### src/hdl/bbc_pkg.sv
// Shared types and constants for the bracket balance checker.
// Depends on nothing; used by the front, back and top modules.
`default_nettype none

package bbc_pkg;

   localparam int STACK_DEPTH_DEF = 128;
   localparam int FIFO_DEPTH      = 4;

   localparam logic [7:0] CHAR_NUL    = 8'h00;
   localparam logic [7:0] CHAR_OROUND = 8'h28;
   localparam logic [7:0] CHAR_CROUND = 8'h29;
   localparam logic [7:0] CHAR_OCURLY = 8'h7B;
   localparam logic [7:0] CHAR_CCURLY = 8'h7D;
   localparam logic [7:0] CHAR_OSQUARE = 8'h5B;
   localparam logic [7:0] CHAR_CSQUARE = 8'h5D;

   localparam logic [1:0] KIND_ROUND  = 2'd0;
   localparam logic [1:0] KIND_CURLY  = 2'd1;
   localparam logic [1:0] KIND_SQUARE = 2'd2;

   localparam logic [1:0] OP_END  = 2'd0;
   localparam logic [1:0] OP_PUSH = 2'd1;
   localparam logic [1:0] OP_POP  = 2'd2;

   typedef struct packed {
      logic [1:0] op;
      logic [1:0] kind;
   } op_type;

   typedef struct packed {
      logic   valid;
      op_type entry;
   } head_type;

endpackage

`default_nettype wire

### src/hdl/bracket_balance_checker_top.sv
// Verdict path: an accepted zero byte is queued, and its verdict beat is registered once
// it reaches the head of the queue and the verdict register is free.
// Throughput: one character per cycle while the queue has room; the stack takes one push or pop a cycle,
// its top held in a register and the entry beneath prefetched from the RAM.
// A held verdict stalls only the next end of string; the 4-entry queue absorbs the rest.
// Reset: synchronous, active high; clears depth, flags, queue and valid; stack RAM uncleared.
// Depends on bbc_pkg, bbc_front, bbc_back and bbc_ram.
`default_nettype none

module bracket_balance_checker_top #(
   parameter int STACK_DEPTH = bbc_pkg::STACK_DEPTH_DEF
) (
   input  wire logic       clock,
   input  wire logic       reset,
   input  wire logic       req_valid,
   output logic            req_stall,
   input  wire logic [7:0] req_character,
   output logic            rsp_valid,
   input  wire logic       rsp_stall,
   output logic            rsp_balanced,
   output logic            rsp_overflowed
);

   bbc_pkg::head_type head;
   logic              deq;

   bbc_front u_front (
      .clock         (clock),
      .reset         (reset),
      .req_valid     (req_valid),
      .req_stall     (req_stall),
      .req_character (req_character),
      .head          (head),
      .deq           (deq)
   );

   bbc_back #(
      .STACK_DEPTH (STACK_DEPTH)
   ) u_back (
      .clock          (clock),
      .reset          (reset),
      .head           (head),
      .deq            (deq),
      .rsp_valid      (rsp_valid),
      .rsp_stall      (rsp_stall),
      .rsp_balanced   (rsp_balanced),
      .rsp_overflowed (rsp_overflowed)
   );

endmodule

`default_nettype wire

### src/hdl/bbc_ram.sv
// Generic single-write, single-read RAM with registered read data.
// Depends on nothing.
`default_nettype none

module bbc_ram #(
   parameter int WIDTH = 2,
   parameter int DEPTH = 128
) (
   input  wire logic                     clock,
   input  wire logic                     wr_en,
   input  wire logic [$clog2(DEPTH)-1:0] wr_addr,
   input  wire logic [WIDTH-1:0]         wr_data,
   input  wire logic [$clog2(DEPTH)-1:0] rd_addr,
   output logic      [WIDTH-1:0]         rd_data
);

   logic [WIDTH-1:0] mem_ff [DEPTH];
   logic [WIDTH-1:0] rd_data_ff;

   always_ff @(posedge clock) begin
      if (wr_en) begin
         mem_ff[wr_addr] <= wr_data;
      end
      rd_data_ff <= mem_ff[rd_addr];
   end

   assign rd_data = rd_data_ff;

endmodule

`default_nettype wire

### src/hdl/bbc_front.sv
// Front end: accepts characters, classifies them and queues stack operations.
// Depends on bbc_pkg.
`default_nettype none

module bbc_front (
   input  wire logic              clock,
   input  wire logic              reset,
   input  wire logic              req_valid,
   output logic                   req_stall,
   input  wire logic [7:0]        req_character,
   output bbc_pkg::head_type      head,
   input  wire logic              deq
);

   localparam int PW = $clog2(bbc_pkg::FIFO_DEPTH);
   localparam int CW = $clog2(bbc_pkg::FIFO_DEPTH + 1);
   localparam logic [CW-1:0] FULL_COUNT = CW'(bbc_pkg::FIFO_DEPTH);

   bbc_pkg::op_type fifo_ff [bbc_pkg::FIFO_DEPTH];
   logic [PW-1:0]   wr_ptr_ff, wr_ptr_in;
   logic [PW-1:0]   rd_ptr_ff, rd_ptr_in;
   logic [CW-1:0]   count_ff, count_in;
   bbc_pkg::op_type cls;
   logic            cls_keep;
   logic            accept;
   logic            enq;

   always_comb begin
      cls.op   = bbc_pkg::OP_END;
      cls.kind = bbc_pkg::KIND_ROUND;
      cls_keep = 1'b1;
      case (req_character)
         bbc_pkg::CHAR_NUL: begin
            cls.op = bbc_pkg::OP_END;
         end
         bbc_pkg::CHAR_OROUND: begin
            cls.op = bbc_pkg::OP_PUSH;
         end
         bbc_pkg::CHAR_OCURLY: begin
            cls.op   = bbc_pkg::OP_PUSH;
            cls.kind = bbc_pkg::KIND_CURLY;
         end
         bbc_pkg::CHAR_OSQUARE: begin
            cls.op   = bbc_pkg::OP_PUSH;
            cls.kind = bbc_pkg::KIND_SQUARE;
         end
         bbc_pkg::CHAR_CROUND: begin
            cls.op = bbc_pkg::OP_POP;
         end
         bbc_pkg::CHAR_CCURLY: begin
            cls.op   = bbc_pkg::OP_POP;
            cls.kind = bbc_pkg::KIND_CURLY;
         end
         bbc_pkg::CHAR_CSQUARE: begin
            cls.op   = bbc_pkg::OP_POP;
            cls.kind = bbc_pkg::KIND_SQUARE;
         end
         default: begin
            cls_keep = 1'b0;
         end
      endcase
   end

   assign req_stall = (count_ff == FULL_COUNT);
   assign accept    = req_valid && !req_stall;
   assign enq       = accept && cls_keep;

   always_comb begin
      wr_ptr_in = wr_ptr_ff;
      rd_ptr_in = rd_ptr_ff;
      count_in  = count_ff;
      if (enq) begin
         wr_ptr_in = PW'((CW'(wr_ptr_ff) + CW'(1)) % CW'(bbc_pkg::FIFO_DEPTH));
      end
      if (deq) begin
         rd_ptr_in = PW'((CW'(rd_ptr_ff) + CW'(1)) % CW'(bbc_pkg::FIFO_DEPTH));
      end
      if (enq && !deq) begin
         count_in = count_ff + CW'(1);
      end else if (deq && !enq) begin
         count_in = count_ff - CW'(1);
      end
   end

   always_ff @(posedge clock) begin
      if (reset) begin
         wr_ptr_ff <= '0;
         rd_ptr_ff <= '0;
         count_ff  <= '0;
      end else begin
         wr_ptr_ff <= wr_ptr_in;
         rd_ptr_ff <= rd_ptr_in;
         count_ff  <= count_in;
      end
   end

   always_ff @(posedge clock) begin
      if (enq) begin
         fifo_ff[wr_ptr_ff] <= cls;
      end
   end

   assign head.valid = (count_ff != '0);
   assign head.entry = fifo_ff[rd_ptr_ff];

   a_count_bound: assert property (@(posedge clock) disable iff (reset)
      count_ff <= FULL_COUNT)
      else $error("queue count beyond depth");

   a_no_deq_empty: assert property (@(posedge clock) disable iff (reset)
      deq |-> count_ff != '0)
      else $error("dequeue from empty queue");

   a_end_queued: assert property (@(posedge clock) disable iff (reset)
      (accept && req_character == bbc_pkg::CHAR_NUL && !deq)
      |=> count_ff == $past(count_ff) + CW'(1))
      else $error("end of string not queued");

endmodule

`default_nettype wire

### src/hdl/bbc_back.sv
// Back end: runs queued push, pop and end operations on the bracket stack
// and holds the verdict beat. Depends on bbc_pkg and bbc_ram.
`default_nettype none

module bbc_back #(
   parameter int STACK_DEPTH = bbc_pkg::STACK_DEPTH_DEF
) (
   input  wire logic              clock,
   input  wire logic              reset,
   input  bbc_pkg::head_type      head,
   output logic                   deq,
   output logic                   rsp_valid,
   input  wire logic              rsp_stall,
   output logic                   rsp_balanced,
   output logic                   rsp_overflowed
);

   localparam int AW = $clog2(STACK_DEPTH);
   localparam int DW = $clog2(STACK_DEPTH + 1);
   localparam logic [DW-1:0] FULL_DEPTH = DW'(STACK_DEPTH);

   logic [DW-1:0] depth_ff, depth_in;
   logic [1:0]    tos_ff, tos_in;
   logic          mis_ff, mis_in;
   logic          ovf_ff, ovf_in;
   logic          rsp_valid_ff, rsp_valid_in;
   logic          bal_ff, bal_in;
   logic          ovfo_ff, ovfo_in;
   logic          rsp_free;
   logic          wr_en;
   logic [DW-1:0] rd_depth;
   logic [1:0]    below;

   assign rsp_free = !rsp_valid_ff || !rsp_stall;
   assign deq      = head.valid && (head.entry.op != bbc_pkg::OP_END || rsp_free);

   always_comb begin
      depth_in     = depth_ff;
      tos_in       = tos_ff;
      mis_in       = mis_ff;
      ovf_in       = ovf_ff;
      wr_en        = 1'b0;
      rsp_valid_in = rsp_valid_ff && rsp_stall;
      bal_in       = bal_ff;
      ovfo_in      = ovfo_ff;
      if (deq) begin
         case (head.entry.op)
            bbc_pkg::OP_PUSH: begin
               if (depth_ff == FULL_DEPTH) begin
                  ovf_in = 1'b1;
               end else begin
                  wr_en    = 1'b1;
                  depth_in = depth_ff + DW'(1);
                  tos_in   = head.entry.kind;
               end
            end
            bbc_pkg::OP_POP: begin
               if (depth_ff == '0) begin
                  mis_in = 1'b1;
               end else begin
                  depth_in = depth_ff - DW'(1);
                  tos_in   = below;
                  if (tos_ff != head.entry.kind) begin
                     mis_in = 1'b1;
                  end
               end
            end
            bbc_pkg::OP_END: begin
               rsp_valid_in = 1'b1;
               bal_in       = !mis_ff && !ovf_ff && (depth_ff == '0);
               ovfo_in      = ovf_ff;
               depth_in     = '0;
               mis_in       = 1'b0;
               ovf_in       = 1'b0;
            end
            default: begin
               depth_in = depth_ff;
            end
         endcase
      end
   end

   // keep the entry under the new top on the read port
   assign rd_depth = depth_in - DW'(2);

   bbc_ram #(
      .WIDTH (2),
      .DEPTH (STACK_DEPTH)
   ) u_stack (
      .clock   (clock),
      .wr_en   (wr_en),
      .wr_addr (depth_ff[AW-1:0]),
      .wr_data (head.entry.kind),
      .rd_addr (rd_depth[AW-1:0]),
      .rd_data (below)
   );

   always_ff @(posedge clock) begin
      if (reset) begin
         depth_ff     <= '0;
         mis_ff       <= 1'b0;
         ovf_ff       <= 1'b0;
         rsp_valid_ff <= 1'b0;
      end else begin
         depth_ff     <= depth_in;
         mis_ff       <= mis_in;
         ovf_ff       <= ovf_in;
         rsp_valid_ff <= rsp_valid_in;
      end
   end

   always_ff @(posedge clock) begin
      tos_ff  <= tos_in;
      bal_ff  <= bal_in;
      ovfo_ff <= ovfo_in;
   end

   assign rsp_valid      = rsp_valid_ff;
   assign rsp_balanced   = bal_ff;
   assign rsp_overflowed = ovfo_ff;

   a_depth_bound: assert property (@(posedge clock) disable iff (reset)
      depth_ff <= FULL_DEPTH)
      else $error("stack depth beyond limit");

   a_end_clears: assert property (@(posedge clock) disable iff (reset)
      (deq && head.entry.op == bbc_pkg::OP_END)
      |=> depth_ff == '0 && !mis_ff && !ovf_ff && rsp_valid_ff)
      else $error("end of string did not clear state");

   a_empty_pop: assert property (@(posedge clock) disable iff (reset)
      (deq && head.entry.op == bbc_pkg::OP_POP && depth_ff == '0)
      |=> mis_ff && depth_ff == '0)
      else $error("pop on empty stack not flagged");

   a_full_push: assert property (@(posedge clock) disable iff (reset)
      (deq && head.entry.op == bbc_pkg::OP_PUSH && depth_ff == FULL_DEPTH)
      |=> ovf_ff && depth_ff == FULL_DEPTH)
      else $error("push on full stack not flagged");

endmodule

`default_nettype wire

### config.mk
export PLATFORM = sky130hd
export DESIGN_NAME = bracket_balance_checker_top
export DESIGN_NICKNAME = d
export VERILOG_FILES = /design/src/hdl/bbc_pkg.sv /design/src/hdl/bracket_balance_checker_top.sv /design/src/hdl/bbc_ram.sv /design/src/hdl/bbc_front.sv /design/src/hdl/bbc_back.sv
export SDC_FILE = /design/constraint.sdc
export NUM_CORES = 1
export LEC_CHECK = 0
export BUFFER_PORTS_ARGS = -buffer_cell sky130_fd_sc_hd__buf_2
export CORE_AREA = 2 2 173 175
export DETAILED_ROUTE_END_ITERATION = 8
export DIE_AREA = 0 0 175 177
export SLEW_MARGIN = 20
export SYNTH_ARGS = -nofsm -noshare
export SYNTH_HDL_FRONTEND = slang
export SYNTH_SLANG_ARGS = --single-unit
### constraint.sdc
create_clock -name clock -period 6.55 [get_ports clock]
set_input_delay 1.31 -clock clock [delete_from_list [all_inputs] [get_ports clock]]
set_output_delay 1.31 -clock clock [all_outputs]
set_load 0.01 [all_outputs]
==> results.ini <==
[status]
status = completed

[global_routing]
grt_max_degree = 82
antenna_found_initial = 0
grt_pass1_wl_mm = 45.21
grt-ovfl-total = 0
grt_usage = 0.1943
grt_pass1_vias = 7500

[detailed_routing]
drt_first_pass_iters = 5
post_drt_wl_per_cell_um = 22.68
wirelength_mm = 29.67
postRouteAntennaNets = 0
drtIter0Drc = 598
vias = 7503
viasPerCell = 5.736
drc = 0

[final_layout]
multi_input_area_um2 = 4000
fin_nets = 919
drive_above_1_share = 0.1394
area_delta_synth_final_pct = 11.06
final-seq-area_um2 = 8728
fill_cells = 2520
antennaDiodeCount = 0

[synth]
syn_area_per_cell_um2 = 14.87
synth_area_leaders = edfxtp_1 64%, mux4_2 7.5%, mux2i_1 5.9%, nor2_1 4.6%, dfxtp_1 3.4%
ys_async_sr_fraction = 0
syn_inst = 874
synth_nets = 899
synth_common_cells = 276 x edfxtp_1, 158 x nor2_1, 76 x mux2i_1, 53 x nand2_1, 43 x mux4_2
synth_largest_area_cell = edfxtp_1
ys_types = 70
yosysTopAreaCellShare = 0.6379
synth_edf_count = 276
synth.most_common_cell = edfxtp_1
synth_seq_cells = 298
ys_seq_area_frac = 0.6718
yosysWarnings = 0
synth_flop_cell = edfxtp_1
synth_area_um2 = 12990

[power]
comb_power_share = 0.248
peakVddDrop_v = 0.0002565
p_switching_mw = 1.602
power_density_nw_per_um2 = 372.2
swShare = 0.2984
clockPowerShare = 0.312
seqPwrFrac = 0.440
p_int_mw = 3.768
finalPower_mw = 5.370
leakagePower_nw = 4.977

[timing]
slew_viol_final = 0
timing_hold_violations_final = 0
maxSlewHeadroom = 0.2280
rsz0062_at_grt = false
clock.fmax_mhz = 197.8
fin_tns_setup_ns = 0
fin_crit_sh = 0.7720
worst_pin_slew_ns = 1.155
finClkSkew_ns = 0.01748
post-route-min-period_ns = 5.056
setup_viol = 0

[die]
start_util = 0.4443
core_area_um2 = 29240
num_io_pins = 16
die_h_um = 177
dieArea_um2 = 30980
die_w_um = 175
rows = 63

[clock_network]
cts_sinks = 298
clkTransAtPathRegs_ns = 0.06
holdBufCountCts = 0
cts_tree = yes
cts_buffers = 31
cts_buffer_depth = 3
clk_latency_ns = 0.56
cts-root-buf = clkbuf_16
htreeDepth = 1
ctsResizeCount = 0
postCtsSetupBuffers = 0

[worst_setup_path]
start_kind = flip-flop
end_kind = flip-flop
required_ns = 6.99
arrival_ns = 5.49
crit_type = flip-flop to flip-flop
critical_path_peak_fanout = 27

[placed_design]
dp_hpwl_mm = 18.04
io_buffers = 15
routabilityCongestion = 0.8225

[job]
maxCapViolations = 0

[min_path]
hold_class = flip-flop to flip-flop

area by class of cell:
type	instances	area share
flip-flops and latches	298	0.6049
repair buffers	29	0.01335
clock inverters	16	0.01041
multi-input cells	519	0.2772
well taps	390	0.03382
inverters	15	0.003902
clock buffers	41	0.05637
through the flow:
step / instances / setup slack, ns / area [um2] / util / hold WS (ns)
final: 1308 / 1.494 / 14430 / 0.4934 / 0.4787
after global routing: 1308 / 1.152 / 14430 / 0.4934 / 0.5052
after floorplan: 874 / 1.234 / 12990 / - / 0.4315
after CTS: 1308 / 1.535 / 14430 / 0.4933 / 0.4814
after global placement: 1251 / 1.435 / 13460 / 0.4604 / 0.4649
after detailed placement: 1251 / 1.355 / 13460 / 0.4604 / 0.4666
layout by cell type (no fill, tap or decap), types with 4 or more instances in the layout:
cell type / netlist / layout
nand4_1: 8 / 8
or3_1: 5 / 5
a31oi_1: 6 / 6
clkbuf_1: 23 / 10
mux4_2: 43 / 41
nor3_1: 9 / 9
clkinv_2: 0 / 5
nor2_1: 158 / 158
nor2b_1: 6 / 6
buf_2: 5 / 15
inv_1: 14 / 14
nand2_1: 53 / 53
dfxtp_1: 22 / 22
xnor2_1: 7 / 7
a222oi_1: 7 / 7
clkinv_1: 0 / 7
a22oi_1: 20 / 20
clkbuf_16: 0 / 31
a311oi_1: 5 / 5
nor4_1: 6 / 6
o21ai_0: 5 / 5
ha_1: 12 / 11
mux2i_1: 76 / 76
and2_1: 8 / 8
nand3_1: 16 / 16
and3_1: 5 / 5
o31ai_1: 4 / 4
buf_4: 8 / 13
edfxtp_1: 276 / 276
a21oi_1: 10 / 10
worst max-delay path: stages (launching register included):
cell      delay (ns)
dfxtp_1         0.46
mux4_2          0.58
inv_1           0.10
ha_1            0.50
inv_1           0.29
o41ai_1         0.44
a311o_1         0.21
inv_2           0.06
ha_2            0.76
buf_12          0.32
mux4_2          0.54
mux2i_1         0.24
a222oi_1        0.16
nand4_1         0.15
nand4_1         0.10
final timing paths:
| kind | startpoint | to | slack [ns] | cells past startpoint |
|---|---|---|---|---|
| setup reg to reg | flip-flop | u_back.u_stack.rd_data[1] | 1.49 | 14 |
| hold / removal | u_back.ovf_ff | u_back.rsp_overflowed | 0.48 | 0 |
| hold reg to reg | u_back.ovf_ff | u_back.rsp_overflowed | 0.48 | 0 |
| setup / recovery | flip-flop | u_back.u_stack.rd_data[1] | 1.49 | 14 |
routing by layer:
metal  wire, um  global-route usage  vias up  part of all wire
met3       1536             0.02083       52             0.052
met1      13000              0.2701     3811              0.44
met4        716             0.04965        0             0.024
met2      14420              0.3297      228              0.49
met5          0                   0        -                 0
li1           -                   -     3412                 -
flip-flops by register name, indices dropped and copies added (netlist names), named ones only:
signal	count
u_front.rd_ptr_ff	2
u_back.rsp_overflowed	1
u_front.count_ff	3
u_back.tos_ff	2
u_back.mis_ff	1
u_back.rsp_valid	1
u_back.rsp_balanced	1
u_back.ovf_ff	1
u_front.fifo_ff	16
u_back.u_stack.mem_ff	256
u_front.wr_ptr_ff	2
u_back.depth_ff	8
u_back.u_stack.rd_data	2
power groups by stage:
stage	clock, mW	combinational [mW]	sequential, mW
4_1_cts	1.71	1.34	2.36
3_5_place_dp	0	1.33	2.40
6_report	1.68	1.33	2.36
2_1_floorplan	0	0.963	2.39
3_3_place_gp	0	1.33	2.40
5_1_grt	1.79	1.44	2.37
logic make-up (layout without fill, tap and decap cells):
kind of cell,count (synthesis),count (layout),synth area share
DFF,298,298,0.6718
and+or+nand+nor,288,288,0.09736
muxes,119,119,0.1331
AOI/OAI and AO/OA,88,88,0.05566
buffers and inverters,57,101,0.02099
adders and majority gates,13,13,0.01310
xor gates and xnor gates,11,11,0.007994
(Power assumes the default switching activity.)
